--- src/rtl/iea_pkg.sv ---
`timescale 1ns / 1ps

package iea_pkg;

	// Width of the address and data fields of one request.
	localparam int unsigned FIELD_W = 16;

	// Depth of the queue between the front and the back.
	localparam int unsigned QUEUE_DEPTH = 2;
	localparam int unsigned QPTR_W      = $clog2(QUEUE_DEPTH);
	localparam int unsigned QCNT_W      = $clog2(QUEUE_DEPTH + 1);

	// Configuration port.
	localparam int unsigned CFG_INDEX_W = 2;
	localparam int unsigned CFG_DATA_W  = 8;

	localparam logic [CFG_INDEX_W-1:0] REG_TWO_BYTE_ADDR = 2'd0;
	localparam logic [CFG_INDEX_W-1:0] REG_ACK_TIMEOUT   = 2'd1;

	localparam logic [7:0] ACK_TIMEOUT_RESET = 8'd250;

	// Device bytes for the write and the read phase.
	localparam logic [7:0] DEV_WRITE = 8'hA0;
	localparam logic [7:0] DEV_READ  = 8'hA1;

	// Steps of one access.
	typedef enum logic [4:0] {
		ST_IDLE     = 5'd0,
		ST_START    = 5'd1,
		ST_DEV_TX   = 5'd2,
		ST_DEV_ACK  = 5'd3,
		ST_AHI_TX   = 5'd4,
		ST_AHI_ACK  = 5'd5,
		ST_ALO_TX   = 5'd6,
		ST_ALO_ACK  = 5'd7,
		ST_RESTART  = 5'd8,
		ST_DEVR_TX  = 5'd9,
		ST_DEVR_ACK = 5'd10,
		ST_WHI_TX   = 5'd11,
		ST_WHI_ACK  = 5'd12,
		ST_WLO_TX   = 5'd13,
		ST_WLO_ACK  = 5'd14,
		ST_RHI_RX   = 5'd15,
		ST_RHI_MACK = 5'd16,
		ST_RLO_RX   = 5'd17,
		ST_RLO_MACK = 5'd18,
		ST_STOP     = 5'd19
	} step_t;

	// One classified input item as it travels through the queue.
	typedef struct packed {
		logic               is_request;
		logic               is_write;
		logic               two_bytes;
		logic [FIELD_W-1:0] addr;
		logic [FIELD_W-1:0] data;
		logic               sda;
	} item_t;

	// Live configuration.
	typedef struct packed {
		logic       two_byte_addr;
		logic [7:0] ack_timeout;
	} cfg_t;

	// One result item.
	typedef struct packed {
		logic               scl;
		logic               sda_drive;
		logic               sda_enable;
		logic               busy;
		logic               done;
		logic [FIELD_W-1:0] read_value;
		logic               ack_error;
	} res_t;

endpackage

--- src/rtl/iea_front.sv ---
`timescale 1ns / 1ps

module iea_front #(
	parameter int unsigned ADDRESS_WIDTH = 16
) (
	input  logic                             clk,
	input  logic                             arst_n,
	input  logic                             req_valid,
	output logic                             req_stall,
	input  logic                             kind,
	input  logic                             is_write,
	input  logic                             two_bytes,
	input  logic [ADDRESS_WIDTH-1:0]         mem_address,
	input  logic [iea_pkg::FIELD_W-1:0]      write_value,
	input  logic                             sda_sample,
	output logic                             push,
	output iea_pkg::item_t                   push_item,
	input  logic                             queue_ready
);

	logic           valid_s1;
	iea_pkg::item_t item_s1;
	logic           accept;

	// The input register stalls only while its item cannot enter the queue.
	assign req_stall = valid_s1 && !queue_ready;
	assign accept    = req_valid && !req_stall;
	assign push      = valid_s1 && queue_ready;
	assign push_item = item_s1;

	// Valid flag of the input register.
	always_ff @(posedge clk or negedge arst_n) begin
		if (!arst_n) begin
			valid_s1 <= 1'b0;
		end else if (accept) begin
			valid_s1 <= 1'b1;
		end else if (push) begin
			valid_s1 <= 1'b0;
		end
	end

	// Classify the item and confine the address to the field width.
	always_ff @(posedge clk) begin
		if (accept) begin
			item_s1.is_request <= kind;
			item_s1.is_write   <= is_write;
			item_s1.two_bytes  <= two_bytes;
			item_s1.addr       <= iea_pkg::FIELD_W'(mem_address);
			item_s1.data       <= write_value;
			item_s1.sda        <= sda_sample;
		end
	end

endmodule

--- src/rtl/iea_queue.sv ---
`timescale 1ns / 1ps

module iea_queue (
	input  logic           clk,
	input  logic           arst_n,
	input  logic           push,
	input  iea_pkg::item_t push_item,
	output logic           ready,
	input  logic           pop,
	output logic           pop_valid,
	output iea_pkg::item_t pop_item
);

	iea_pkg::item_t                  entry_q [iea_pkg::QUEUE_DEPTH];
	logic [iea_pkg::QPTR_W-1:0]      wr_ptr_q;
	logic [iea_pkg::QPTR_W-1:0]      rd_ptr_q;
	logic [iea_pkg::QCNT_W-1:0]      count_q;

	assign ready     = count_q != iea_pkg::QCNT_W'(iea_pkg::QUEUE_DEPTH);
	assign pop_valid = count_q != '0;
	assign pop_item  = entry_q[rd_ptr_q];

	// Pointers and fill count.
	always_ff @(posedge clk or negedge arst_n) begin
		if (!arst_n) begin
			wr_ptr_q <= '0;
			rd_ptr_q <= '0;
			count_q  <= '0;
		end else begin
			if (push) begin
				wr_ptr_q <= wr_ptr_q + iea_pkg::QPTR_W'(1);
			end
			if (pop) begin
				rd_ptr_q <= rd_ptr_q + iea_pkg::QPTR_W'(1);
			end
			if (push && !pop) begin
				count_q <= count_q + iea_pkg::QCNT_W'(1);
			end else if (pop && !push) begin
				count_q <= count_q - iea_pkg::QCNT_W'(1);
			end
		end
	end

	// Entry storage.
	always_ff @(posedge clk) begin
		if (push) begin
			entry_q[wr_ptr_q] <= push_item;
		end
	end

	// The queue never takes an item while full and never gives one while empty.
	assert property (@(posedge clk) disable iff (!arst_n) push |-> ready)
		else $error("queue written while full");
	assert property (@(posedge clk) disable iff (!arst_n) pop |-> pop_valid)
		else $error("queue read while empty");

endmodule

--- src/rtl/iea_back.sv ---
`timescale 1ns / 1ps

module iea_back (
	input  logic           clk,
	input  logic           arst_n,
	input  iea_pkg::cfg_t  cfg,
	input  logic           item_valid,
	input  iea_pkg::item_t item,
	output logic           pop,
	output logic           res_valid,
	input  logic           res_stall,
	output iea_pkg::res_t  res
);

	// Sequencer state.
	iea_pkg::step_t             step_q, step_n;
	logic [1:0]                 phase_q, phase_n;
	logic [2:0]                 bit_q, bit_n;
	logic [7:0]                 shift_q, shift_n;
	logic [7:0]                 wait_q, wait_n;
	logic                       wr_q, wr_n;
	logic                       two_q, two_n;
	logic [iea_pkg::FIELD_W-1:0] addr_q, addr_n;
	logic [iea_pkg::FIELD_W-1:0] data_q, data_n;
	logic [iea_pkg::FIELD_W-1:0] acc_q, acc_n;
	logic                       err_q, err_n;

	logic           do_enter;
	iea_pkg::step_t enter_step;
	logic           start_now;
	iea_pkg::step_t eff_step;
	logic [1:0]     eff_phase;
	iea_pkg::res_t  res_d;
	logic           res_valid_q;
	iea_pkg::res_t  res_q;

	// Byte sent in a transmit step.
	function automatic logic [7:0] tx_byte(
		input iea_pkg::step_t              s,
		input logic                        two_byte_addr,
		input logic [iea_pkg::FIELD_W-1:0] a,
		input logic [iea_pkg::FIELD_W-1:0] d
	);
		logic [7:0] b;
		begin
			unique case (s)
				iea_pkg::ST_DEV_TX: begin
					b = two_byte_addr ? iea_pkg::DEV_WRITE
						: iea_pkg::DEV_WRITE + {a[14:8], 1'b0};
				end
				iea_pkg::ST_AHI_TX:  b = a[15:8];
				iea_pkg::ST_ALO_TX:  b = a[7:0];
				iea_pkg::ST_DEVR_TX: b = iea_pkg::DEV_READ;
				iea_pkg::ST_WHI_TX:  b = d[15:8];
				default:             b = d[7:0];
			endcase
			return b;
		end
	endfunction

	// Acknowledge step that follows a transmit step.
	function automatic iea_pkg::step_t tx_follow(input iea_pkg::step_t s);
		iea_pkg::step_t f;
		begin
			unique case (s)
				iea_pkg::ST_DEV_TX:  f = iea_pkg::ST_DEV_ACK;
				iea_pkg::ST_AHI_TX:  f = iea_pkg::ST_AHI_ACK;
				iea_pkg::ST_ALO_TX:  f = iea_pkg::ST_ALO_ACK;
				iea_pkg::ST_DEVR_TX: f = iea_pkg::ST_DEVR_ACK;
				iea_pkg::ST_WHI_TX:  f = iea_pkg::ST_WHI_ACK;
				default:             f = iea_pkg::ST_WLO_ACK;
			endcase
			return f;
		end
	endfunction

	// An item is taken whenever the output register is free or being emptied.
	assign pop       = item_valid && (!res_valid_q || !res_stall);
	assign start_now = pop && item.is_request && (step_q == iea_pkg::ST_IDLE);

	// Next-state logic: a request in idle latches, a tick advances one quarter.
	always_comb begin
		step_n     = step_q;
		phase_n    = phase_q;
		bit_n      = bit_q;
		shift_n    = shift_q;
		wait_n     = wait_q;
		wr_n       = wr_q;
		two_n      = two_q;
		addr_n     = addr_q;
		data_n     = data_q;
		acc_n      = acc_q;
		err_n      = err_q;
		do_enter   = 1'b0;
		enter_step = iea_pkg::ST_IDLE;
		if (start_now) begin
			wr_n    = item.is_write;
			two_n   = item.two_bytes;
			addr_n  = item.addr;
			data_n  = item.data;
			err_n   = 1'b0;
			acc_n   = '0;
			step_n  = iea_pkg::ST_START;
			phase_n = '0;
			bit_n   = '0;
			wait_n  = '0;
			shift_n = '0;
		end else if (pop && !item.is_request) begin
			unique case (step_q) inside
				iea_pkg::ST_START, iea_pkg::ST_RESTART: begin
					if (phase_q == 2'd3) begin
						do_enter   = 1'b1;
						enter_step = (step_q == iea_pkg::ST_START) ? iea_pkg::ST_DEV_TX
							: iea_pkg::ST_DEVR_TX;
					end else begin
						phase_n = phase_q + 2'd1;
					end
				end
				iea_pkg::ST_DEV_TX, iea_pkg::ST_AHI_TX, iea_pkg::ST_ALO_TX,
				iea_pkg::ST_DEVR_TX, iea_pkg::ST_WHI_TX, iea_pkg::ST_WLO_TX: begin
					if (phase_q == 2'd3) begin
						shift_n = {shift_q[6:0], 1'b0};
						if (bit_q == 3'd7) begin
							do_enter   = 1'b1;
							enter_step = tx_follow(step_q);
						end else begin
							bit_n   = bit_q + 3'd1;
							phase_n = '0;
						end
					end else begin
						phase_n = phase_q + 2'd1;
					end
				end
				iea_pkg::ST_DEV_ACK, iea_pkg::ST_AHI_ACK, iea_pkg::ST_ALO_ACK,
				iea_pkg::ST_DEVR_ACK, iea_pkg::ST_WHI_ACK, iea_pkg::ST_WLO_ACK: begin
					if (phase_q != 2'd3) begin
						phase_n = phase_q + 2'd1;
					end else if (!item.sda) begin
						do_enter = 1'b1;
						unique case (step_q)
							iea_pkg::ST_DEV_ACK: begin
								enter_step = cfg.two_byte_addr ? iea_pkg::ST_AHI_TX
									: iea_pkg::ST_ALO_TX;
							end
							iea_pkg::ST_AHI_ACK: enter_step = iea_pkg::ST_ALO_TX;
							iea_pkg::ST_ALO_ACK: begin
								if (wr_q) begin
									enter_step = two_q ? iea_pkg::ST_WHI_TX
										: iea_pkg::ST_WLO_TX;
								end else begin
									enter_step = iea_pkg::ST_RESTART;
								end
							end
							iea_pkg::ST_DEVR_ACK: begin
								enter_step = two_q ? iea_pkg::ST_RHI_RX
									: iea_pkg::ST_RLO_RX;
							end
							iea_pkg::ST_WHI_ACK: enter_step = iea_pkg::ST_WLO_TX;
							default:             enter_step = iea_pkg::ST_STOP;
						endcase
					end else if (wait_q >= cfg.ack_timeout) begin
						err_n      = 1'b1;
						do_enter   = 1'b1;
						enter_step = iea_pkg::ST_STOP;
					end else begin
						wait_n = wait_q + 8'd1;
					end
				end
				iea_pkg::ST_RHI_RX, iea_pkg::ST_RLO_RX: begin
					if (phase_q == 2'd2) begin
						shift_n = {shift_q[6:0], item.sda};
					end
					if (phase_q == 2'd3) begin
						if (bit_q == 3'd7) begin
							acc_n      = {acc_q[7:0], shift_q};
							do_enter   = 1'b1;
							enter_step = (step_q == iea_pkg::ST_RHI_RX) ? iea_pkg::ST_RHI_MACK
								: iea_pkg::ST_RLO_MACK;
						end else begin
							bit_n   = bit_q + 3'd1;
							phase_n = '0;
						end
					end else begin
						phase_n = phase_q + 2'd1;
					end
				end
				iea_pkg::ST_RHI_MACK, iea_pkg::ST_RLO_MACK: begin
					if (phase_q == 2'd3) begin
						do_enter   = 1'b1;
						enter_step = (step_q == iea_pkg::ST_RHI_MACK) ? iea_pkg::ST_RLO_RX
							: iea_pkg::ST_STOP;
					end else begin
						phase_n = phase_q + 2'd1;
					end
				end
				iea_pkg::ST_STOP: begin
					if (phase_q == 2'd3) begin
						step_n  = iea_pkg::ST_IDLE;
						phase_n = '0;
					end else begin
						phase_n = phase_q + 2'd1;
					end
				end
				default: begin
					step_n  = iea_pkg::ST_IDLE;
					phase_n = '0;
				end
			endcase
		end
		// Entering a step clears its counters and, for a transmit step, loads the byte to send.
		if (do_enter) begin
			step_n  = enter_step;
			phase_n = '0;
			bit_n   = '0;
			wait_n  = '0;
			unique case (enter_step) inside
				iea_pkg::ST_DEV_TX, iea_pkg::ST_AHI_TX, iea_pkg::ST_ALO_TX,
				iea_pkg::ST_DEVR_TX, iea_pkg::ST_WHI_TX, iea_pkg::ST_WLO_TX: begin
					shift_n = tx_byte(enter_step, cfg.two_byte_addr, addr_q, data_q);
				end
				default: shift_n = '0;
			endcase
		end
	end

	// Output logic: pin levels of the step the item sees.
	always_comb begin
		eff_step  = start_now ? iea_pkg::ST_START : step_q;
		eff_phase = start_now ? 2'd0 : phase_q;
		res_d.scl        = 1'b1;
		res_d.sda_drive  = 1'b1;
		res_d.sda_enable = 1'b1;
		res_d.busy       = 1'b1;
		res_d.done       = 1'b0;
		unique case (eff_step) inside
			iea_pkg::ST_START: begin
				res_d.scl       = eff_phase != 2'd3;
				res_d.sda_drive = eff_phase == 2'd0;
			end
			iea_pkg::ST_RESTART: begin
				res_d.scl       = (eff_phase == 2'd1) || (eff_phase == 2'd2);
				res_d.sda_drive = !eff_phase[1];
			end
			iea_pkg::ST_DEV_TX, iea_pkg::ST_AHI_TX, iea_pkg::ST_ALO_TX,
			iea_pkg::ST_DEVR_TX, iea_pkg::ST_WHI_TX, iea_pkg::ST_WLO_TX: begin
				res_d.scl       = eff_phase[1];
				res_d.sda_drive = shift_q[7];
			end
			iea_pkg::ST_DEV_ACK, iea_pkg::ST_AHI_ACK, iea_pkg::ST_ALO_ACK,
			iea_pkg::ST_DEVR_ACK, iea_pkg::ST_WHI_ACK, iea_pkg::ST_WLO_ACK,
			iea_pkg::ST_RHI_RX, iea_pkg::ST_RLO_RX: begin
				res_d.scl        = eff_phase[1];
				res_d.sda_enable = 1'b0;
			end
			iea_pkg::ST_RHI_MACK, iea_pkg::ST_RLO_MACK: begin
				res_d.scl       = eff_phase[1];
				res_d.sda_drive = eff_step != iea_pkg::ST_RHI_MACK;
			end
			iea_pkg::ST_STOP: begin
				res_d.scl       = eff_phase != 2'd0;
				res_d.sda_drive = eff_phase[1];
				res_d.done      = eff_phase == 2'd3;
			end
			default: res_d.busy = 1'b0;
		endcase
		res_d.read_value = (res_d.done && !wr_q) ? acc_q : '0;
		res_d.ack_error  = res_d.done && err_q;
	end

	// Sequencer registers.
	always_ff @(posedge clk or negedge arst_n) begin
		if (!arst_n) begin
			step_q  <= iea_pkg::ST_IDLE;
			phase_q <= '0;
			bit_q   <= '0;
			shift_q <= '0;
			wait_q  <= '0;
			wr_q    <= 1'b0;
			two_q   <= 1'b0;
			addr_q  <= '0;
			data_q  <= '0;
			acc_q   <= '0;
			err_q   <= 1'b0;
		end else begin
			step_q  <= step_n;
			phase_q <= phase_n;
			bit_q   <= bit_n;
			shift_q <= shift_n;
			wait_q  <= wait_n;
			wr_q    <= wr_n;
			two_q   <= two_n;
			addr_q  <= addr_n;
			data_q  <= data_n;
			acc_q   <= acc_n;
			err_q   <= err_n;
		end
	end

	// Output register: holds a result until the next stage takes it.
	always_ff @(posedge clk or negedge arst_n) begin
		if (!arst_n) begin
			res_valid_q <= 1'b0;
		end else if (pop) begin
			res_valid_q <= 1'b1;
		end else if (!res_stall) begin
			res_valid_q <= 1'b0;
		end
	end

	always_ff @(posedge clk) begin
		if (pop) begin
			res_q <= res_d;
		end
	end

	assign res_valid = res_valid_q;
	assign res       = res_q;

	// A request taken in idle always begins with the start condition.
	assert property (@(posedge clk) disable iff (!arst_n)
		start_now |=> (step_q == iea_pkg::ST_START) && (phase_q == 2'd0))
		else $error("request did not begin a start condition");

	// The last tick of the stop condition returns the sequencer to idle.
	assert property (@(posedge clk) disable iff (!arst_n)
		pop && !item.is_request && (step_q == iea_pkg::ST_STOP) && (phase_q == 2'd3)
		|=> step_q == iea_pkg::ST_IDLE)
		else $error("stop condition did not end in idle");

	// A finished transaction is reported while still marked busy.
	assert property (@(posedge clk) disable iff (!arst_n)
		res_valid_q && res_q.done |-> res_q.busy)
		else $error("done reported without busy");

	// The error flag and read data appear only with done.
	assert property (@(posedge clk) disable iff (!arst_n)
		res_valid_q && !res_q.done |-> !res_q.ack_error && (res_q.read_value == '0))
		else $error("error or read data outside a done result");

endmodule

--- src/rtl/i2c_eeprom_access_sequencer.sv ---
`timescale 1ns / 1ps
// Path: an accepted item passes the input register, then the queue, then the
// output register. Throughput: one item per cycle while neither stall holds;
// the sequencer takes one quarter-bit step per tick.
// Reset: arst_n clears the sequencer to idle, empties the queue and the output,
// and sets two_byte_addr to 0 and ack_timeout to 250.
module i2c_eeprom_access_sequencer #(
	parameter int unsigned ADDRESS_WIDTH = 16
) (
	input  logic                               clk,
	input  logic                               arst_n,
	input  logic                               req_valid,
	output logic                               req_stall,
	input  logic                               kind,
	input  logic                               is_write,
	input  logic                               two_bytes,
	input  logic [ADDRESS_WIDTH-1:0]           mem_address,
	input  logic [iea_pkg::FIELD_W-1:0]        write_value,
	input  logic                               sda_sample,
	output logic                               res_valid,
	input  logic                               res_stall,
	output logic                               scl_level,
	output logic                               sda_drive,
	output logic                               sda_enable,
	output logic                               busy_res,
	output logic                               done_res,
	output logic [iea_pkg::FIELD_W-1:0]        read_value,
	output logic                               ack_error,
	input  logic                               cfg_valid,
	output logic                               cfg_ready,
	input  logic [iea_pkg::CFG_INDEX_W-1:0]    cfg_index,
	input  logic [iea_pkg::CFG_DATA_W-1:0]     cfg_data
);

	iea_pkg::cfg_t  cfg_q;
	logic           push;
	iea_pkg::item_t push_item;
	logic           queue_ready;
	logic           pop;
	logic           pop_valid;
	iea_pkg::item_t pop_item;
	iea_pkg::res_t  res;

	// Configuration registers; every write transaction is taken at once.
	assign cfg_ready = 1'b1;

	always_ff @(posedge clk or negedge arst_n) begin
		if (!arst_n) begin
			cfg_q.two_byte_addr <= 1'b0;
			cfg_q.ack_timeout   <= iea_pkg::ACK_TIMEOUT_RESET;
		end else if (cfg_valid && cfg_ready) begin
			case (cfg_index)
				iea_pkg::REG_TWO_BYTE_ADDR: cfg_q.two_byte_addr <= cfg_data[0];
				iea_pkg::REG_ACK_TIMEOUT:   cfg_q.ack_timeout   <= cfg_data[7:0];
				default: ;
			endcase
		end
	end

	iea_front #(
		.ADDRESS_WIDTH(ADDRESS_WIDTH)
	) u_front (
		.clk        (clk),
		.arst_n     (arst_n),
		.req_valid  (req_valid),
		.req_stall  (req_stall),
		.kind       (kind),
		.is_write   (is_write),
		.two_bytes  (two_bytes),
		.mem_address(mem_address),
		.write_value(write_value),
		.sda_sample (sda_sample),
		.push       (push),
		.push_item  (push_item),
		.queue_ready(queue_ready)
	);

	iea_queue u_queue (
		.clk      (clk),
		.arst_n   (arst_n),
		.push     (push),
		.push_item(push_item),
		.ready    (queue_ready),
		.pop      (pop),
		.pop_valid(pop_valid),
		.pop_item (pop_item)
	);

	iea_back u_back (
		.clk       (clk),
		.arst_n    (arst_n),
		.cfg       (cfg_q),
		.item_valid(pop_valid),
		.item      (pop_item),
		.pop       (pop),
		.res_valid (res_valid),
		.res_stall (res_stall),
		.res       (res)
	);

	// Result fields onto their ports.
	assign scl_level  = res.scl;
	assign sda_drive  = res.sda_drive;
	assign sda_enable = res.sda_enable;
	assign busy_res   = res.busy;
	assign done_res   = res.done;
	assign read_value = res.read_value;
	assign ack_error  = res.ack_error;

endmodule
--- config.mk ---
export PLATFORM = sky130hd
export DESIGN_NAME = i2c_eeprom_access_sequencer
export DESIGN_NICKNAME = d
export VERILOG_FILES = /design/src/rtl/iea_pkg.sv /design/src/rtl/iea_front.sv /design/src/rtl/iea_queue.sv /design/src/rtl/iea_back.sv /design/src/rtl/i2c_eeprom_access_sequencer.sv
export SDC_FILE = /design/constraint.sdc
export NUM_CORES = 1
export LEC_CHECK = 0
export ABC_AREA = 0
export BUFFER_PORTS_ARGS = -buffer_cell sky130_fd_sc_hd__buf_2
export CORE_MARGIN = 2
export CORE_UTILIZATION = 60
export DETAILED_ROUTE_END_ITERATION = 8
export PLACE_DENSITY_LB_ADDON = 0.3
export RECOVER_POWER = 25
export SYNTH_ARGS = -nofsm -noshare
export SYNTH_HDL_FRONTEND = slang
export SYNTH_SLANG_ARGS = --single-unit
--- constraint.sdc ---
create_clock -name clk -period 2.8 [get_ports clk]
set_input_delay 0.28 -clock clk [delete_from_list [all_inputs] [get_ports clk]]
set_output_delay 0.28 -clock clk [all_outputs]
set_load 0.005 [all_outputs]
=== Yosys cells after proc, flatten, opt, wreduce, memory -nomap -nowiden ===
Memories as Yosys holds them, arrays and structs flattened.
Cells that the tools add are included.

* Add/subtract/negate cells: 8
* $lt $le $gt $ge: 1
* Equality and inequality tests: 67
* Mux-type cells: 92
* Reduce and logical (&&, ||, !) cells: 65

{| class="wikitable"
|+ Operators by type and width
! kind !! count
|-
| $mux W8 || 14
|-
| $eq A5 B4 Y1 const B || 19
|-
| $mux W5 || 17
|-
| $mux W16 || 5
|-
| $eq A5 B3 Y1 const B || 10
|-
| $pmux W5 S5 || 2
|-
| $eq A5 B5 Y1 const B || 8
|-
| $pmux W8 S5 || 1
|-
| $mux W2 || 14
|-
| $eq A5 B2 Y1 const B || 5
|-
| $reduce_or A6 Y1 || 4
|-
| $mux W1 || 23
|-
| $reduce_bool A2 Y1 || 11
|-
| $mux W3 || 7
|-
| $pmux W4 S5 || 1
|-
| $reduce_or A19 Y1 || 1
|-
| $reduce_or A18 Y1 || 1
|-
| $ne A4 B1 Y1 const B || 4
|-
| $pmux W8 S2 || 1
|-
| $reduce_and A4 Y1 || 4
|-
| $reduce_or A16 Y1 || 1
|-
| $reduce_or A8 Y1 || 2
|-
| $reduce_bool A3 Y1 || 5
|-
| $ne A3 B1 Y1 const B || 4
|-
| 33 further kinds || 69
|}

* Bits in registers: 150
* Bits in writable memories: 72
* Input port bits: 51
* Output and inout bits: 25
* Word-level logic and storage cells: 265
* Memories kept: 1

{| class="wikitable"
|+ Memory list
! memory !! words !! width !! rd ports !! clocked after Yosys merged registers in !! wr ports !! line !! text
|-
| u_queue.entry_q || 2 || 36 || 1 || 0 || 1 || iea_queue.sv:14 || <nowiki>iea_pkg::item_t entry_q [iea_pkg::QUEUE_DEPTH];</nowiki>
|}

=== Depth between registers and ports, before layout ===
* Depth in word-level cells: 12
* Gate-level depth with buffers: 13
* Mapped depth without buffers: 10

=== Cells and area by module ===
Synthesis repeated with hierarchy kept, for this count alone.

* Cells, all modules: 807
* Area total of the unflattened synthesis: 10104.7 µm²

{| class="wikitable"
|+ Modules (own cells, without submodules)
! module !! times used !! cells each !! area each (µm²) !! sequential area each (µm²)
|-
| iea_back || 1 || 615 || 5650.4 || 2612.5
|-
| iea_queue || 1 || 128 || 2936.6 || 2262.2
|-
| iea_front || 1 || 42 || 1144.8 || 1106.1
|-
| i2c_eeprom_access_sequencer || 1 || 22 || 372.9 || 232.7
|}

=== Worst setup path before layout ===
No wires, ideal clock.

* Kind: register -> register
* Start point: register u_queue.count_q[0] (netlist name)
* End point: memory u_queue.entry_q[0][0] (netlist name) (enable)
* Library setup time: 0.429 ns
* Arrival: 2.177 ns
* Data required time: 2.371 ns
* Setup slack: 0.194 ns
* Stages on the path, launching flop included: 4
* Path buffers: 0
* Period minus slack after synthesis: 2.606 ns
* Cell sequence: dfrtp_1 > nand2b_1 > nand2_1 > nor2_1

* Longest elaborated chain between the ends: 4

{| class="wikitable"
|+ Ends and longest elaborated chain
! item !! line !! text
|-
| start: declaration || iea_queue.sv:17 || <nowiki>logic [iea_pkg::QCNT_W-1:0] count_q;</nowiki>
|-
| start signal: assignment || iea_queue.sv:37 || <nowiki>count_q <= count_q + iea_pkg::QCNT_W'(1);</nowiki>
|-
| start signal: assignment || iea_queue.sv:39 || <nowiki>count_q <= count_q - iea_pkg::QCNT_W'(1);</nowiki>
|-
| $ne A2 B2 Y1 || iea_queue.sv:19 || <nowiki>assign ready = count_q != iea_pkg::QCNT_W'(iea_pkg::QUEUE_DEPTH);</nowiki>
|-
| $logic_and A1 B1 Y1 || iea_front.sv:28 || <nowiki>assign push = valid_s1 && queue_ready;</nowiki>
|-
| $mux W1 || iea_queue.sv:46 || <nowiki>if (push) begin</nowiki>
|-
| $mux W1 (implied by the code) || iea_queue.sv:47 || <nowiki>entry_q[wr_ptr_q] <= push_item;</nowiki>
|-
| end: declaration || iea_queue.sv:14 ||
|}

Every way passes these cells.

=== Worst setup path in the final report ===
* Start point: register cfg_q[6] (netlist name)
* End point: register u_back.shift_q[5]

* Longest elaborated chain between the ends: 11
* Elaborated cells between the ends (all ways): 28
* Those cells by class: order compare: 1; eq/ne: 8; mux: 15; reduce/logical: 4

{| class="wikitable"
|+ Ends and longest elaborated chain
! item !! line !! text
|-
| start: declaration || i2c_eeprom_access_sequencer.sv:35 || <nowiki>iea_pkg::cfg_t cfg_q;</nowiki>
|-
| $ge A8 B8 Y1 * || iea_back.sv:161 || <nowiki>end else if (wait_q >= cfg.ack_timeout) begin</nowiki>
|-
| $mux W5 || iea_back.sv:161 ||
|-
| $mux W5 || iea_back.sv:138 || <nowiki>end else if (!item.sda) begin</nowiki>
|-
| $mux W5 || iea_back.sv:136 || <nowiki>if (phase_q != 2'd3) begin</nowiki>
|-
| $pmux W5 S5 || iea_back.sv:109 || <nowiki>unique case (step_q) inside</nowiki>
|-
| $mux W5 || iea_back.sv:108 || <nowiki>end else if (pop && !item.is_request) begin</nowiki>
|-
| $mux W5 || iea_back.sv:96 || <nowiki>if (start_now) begin</nowiki>
|-
| $eq A5 B4 Y1, or another cell as far along || iea_back.sv:46 || <nowiki>unique case (s)</nowiki>
|-
| $pmux W8 S5 or $reduce_or A6 Y1 (tied branches) || iea_back.sv:46, iea_back.sv:216 ||
|-
| $mux W8 || iea_back.sv:216 || <nowiki>unique case (enter_step) inside</nowiki>
|-
| $mux W8 || iea_back.sv:211 || <nowiki>if (do_enter) begin</nowiki>
|-
| end signal: assignment || iea_back.sv:288 || <nowiki>shift_q <= shift_n;</nowiki>
|-
| end: declaration || iea_back.sv:19 || <nowiki>logic [7:0] shift_q, shift_n;</nowiki>
|}

Mark *: on every way between the ends. The rest lies on a longest branch, timed or not.
A chain may end at the register's enable or synchronous reset.

==> metrics.md <==
| Metric | Value |
|---|---|
| Synthesized cell area | `a little under 0.01 mm2` |
| Post-synth EDFFs | `130` |
| Power Density | `roughly 940 mW/mm2` |
| Register Area | `around 0.0062 mm2` |
| Post-synth top area cell | `edfxtp_1` |
| Hold Vio Cnt, Final | `0` |
| Worst-Margin Slew | `0.731 ns` |
| Port bufs | `74` |
| Most common cell after layout, fill and taps aside | `edfxtp_1` |
| Cell Rows | `46` |
| Max-slew violation count | `0` |
| First-pass GRT wire length | `between 30 and 40 mm` |
| CTS sink cnt | `between 200 and 250` |
| Syn Nets | `830` |
| Avg WL per Cell | `approximately 20 um` |
| Kind of cell adding the most delay to the critical path | `compound AO/OA/AOI/OAI gates` |
| Routability Congestion | `approximately 0.95` |
| Status | `complete, no violations` |
| Number of CTS-inserted buffers | `23` |
| I/O pins | `76` |
| Sequential-to-total area share from yosys stat | `0.647` |
| Leak | `around 4.9 nW` |
| Area taken by multi-input logic gates | `roughly 0.0032 mm2` |
| Maximum VDD drop | `between 0.8 and 0.9 mV` |
| Clock skew | `about 0.011 ns` |
| YS warnings | `0` |
| Post-Route WL | `~23 mm` |
| Yosys cell types | `78` |
| Final hold slack | `0.0254 ns` |
| Clock Path Buffers | `3` |
| Critical path buffer and inverter count | `2` |
| Inserted Diodes | `0` |
| Worst slew margin | `0.513` |
| Total power | `roughly 11 mW` |
| Placed Instance Area | `roughly 0.010 mm2` |
| Post-route cell area | `between 0.01 and 0.015 mm2` |
| Final WS setup | `approximately 0.057 ns` |
| Post-synth top area share | `0.406` |
| Most area-consuming cells after synthesis | `edfxtp_1, dfrtp_1, mux2i_1, a21oi_1, nand2_1` |
| Core ar. | `approximately 0.016 mm2` |
| Final TNS setup | `0 ns` |
| Max-capacitance violation count | `0` |
| ANT nets after route | `0` |
| Post-synthesis register bit count | `222` |
| HP Class | `in2reg` |
| Worst EP arrival | `approximately 3.2 ns` |
| Number of antenna violations at the first check in global routing | `0` |
| Non-Filler Instances | `1,155` |
| Top FF cell, synth | `edfxtp_1` |
| Worst-path fanout max | `7` |
| DRT iter0 DRCs | `between 600 and 700` |
| DP HPWL | `14.5 mm` |
| Final core occ | `0.748` |
| Most frequent cells in the layout | `edfxtp_1, dfrtp_1, nand2_1, buf_2, a21oi_1` |
| Clk_lat worst skew | `0.52 ns` |
| Crit start category | `flip-flop` |
| Via count | `about 6,800` |
| CTS tree | `done` |
| H-tree Lvls | `1` |
| Fin crit share | `0.980` |
| Crit Path Class | `reg2reg` |
| Final setup viols | `0` |
| Die width | `131 um` |
| Req. time, crit path | `~3.3 ns` |
| Fillers | `approximately 1,000` |
| CP peak stage delay | `0.55 ns` |
| Die area | `between 0.015 and 0.02 mm2` |
| Placed Cells | `about 1,100` |
| Die Y | `between 100 and 150 um` |
| Drt drc | `0` |
| Layout cells sized above 1 | `0.223` |
| Number of global-route vias before repair | `about 7,000` |
| Fmax | `365 MHz` |
| Mapped Cells | `roughly 760` |
| Clock transition at path regs | `~0.060 ns` |
| Worst-path cell chain | `inv_1 > ha_1 > a21o_1 > a21oi_2 > and3_4 > a21oi_4 > a2111o_1 > nor3b_4 > buf_6 > a32oi_1 > nand4_1` |
| Clk root buf | `clkbuf_16` |
| Pre-Repair DR Iteration Count | `7` |
| Largest net degree at the start of global routing | `slightly above 70` |
| Initial Util | `0.609` |
| Worst path slowest cell | `a2111o_1` |
| Ys async rst share | `0.414` |
| Final min period | `2.74 ns` |
| Syn Area/Cell | `~13 um2` |
| Vias/cell | `around 5.9` |
| GRT Overall Usage | `0.281` |
| DP Worst Slack | `between 0.05 and 0.06 ns` |
| Synth-to-Final Area Change | `22.8%` |
| Worst Setup End Kind | `flip-flop` |
| Nets | `990` |
| Gr ovfl total | `0` |
[routing by layer]
metal / global-route usage / wire length, um
met5: 0 / 0
met4: 0.111 / 858
met3: 0.0448 / 1240
met2: 0.483 / 11800
met1: 0.362 / 9350
[logic make-up (layout without fill, tap and decap cells)]
logic type      after synthesis  count (layout)  share of synthesized area
simple gates                254             254                      0.137
flops                       222             222                      0.647
compound gates              149             149                      0.102
buf+inv                      56             233                     0.0249
mux                          51              51                     0.0555
fa+ha+maj                    18              18                     0.0232
xor+xnor                     11              11                     0.0100
other cells                   1               1                   0.000390
[worst paths after layout]
| path | endpoint | slack (ns) | depth (start not counted) | from |
|---|---|---|---|---|
| worst max-delay path | u_back.shift_q[5] | 0.06 | 11 | cfg_q[6] |
| worst min-delay path | cfg_q[2] | 0.03 | 2 | cfg_data[2] |
| worst max register to register | u_back.shift_q[5] | 0.06 | 11 | cfg_q[6] |
| worst min register to register | u_queue.entry_q[0][7] | 0.45 | 0 | u_front.push_item[7] |
| max in group asynchronous | u_back.err_q | 1.74 | 3 | arst_n |
| min in group asynchronous | u_back.wait_q[3] | 0.34 | 2 | arst_n |
[report_power, final]
group	leakage, nW	internal (mW)	switching (mW)
registers	2.36	4.52	0.533
clock network	0.399	1.92	1.29
logic	2.12	1.09	1.69
[registers in the layout (all words and copies together) (netlist names), 2 cells and up]
register and cells:
u_back.data_q 16, u_queue.count_q 2, u_back.step_q 5, u_back.bit_q 3
u_back.shift_q 8, u_back.phase_q 2, u_back.acc_q 16, cfg_q 9
u_front.push_item 36, u_back.res 22, u_queue.entry_q 72, u_back.addr_q 16
u_back.wait_q 8
[layout make-up]
type,count,area share
Tap cell,216,0.0229
Timing Repair Buffer,169,0.104
Multi-Input combinational cell,484,0.271
Clock inverter,16,0.0174
Clock buffer,26,0.0506
Sequential cell,222,0.527
Inverter,22,0.00700
[cells in the mapped netlist, drive strengths merged, types with 3 or more instances]
library cell    n
o32ai           3
dfstp           6
nor4            6
dfrtp          86
clkbuf         17
xor2            6
a22oi          17
and3           10
ha             17
a32oi           3
nand3          19
nor2b           4
or3             3
o22ai           3
o2111ai         3
a21oi          69
a211oi          3
nand3b          9
nand4           8
mux2           12
nor2           63
xnor2           5
and2           20
nand2          81
buf            17
nor3            7
nor3b           7
or2             3
edfxtp        130
mux2i          39
a21o            5
o21ai          20
o2bb2ai         3
o211ai          3
nand2b          9
inv            21
[timing repair]
| action | 4_1_cts | 5_1_grt |
|---|---|---|
| hold endpoints to repair | 95 | 0 |
| endpoints found under the setup margin | 0 | 31 |
| resized for setup | 0 | 11 |
| buffers inserted | 0 | 3 |
| hold buffers | 46 | 0 |
No activity file was read; power rests on OpenSTA's default activity.
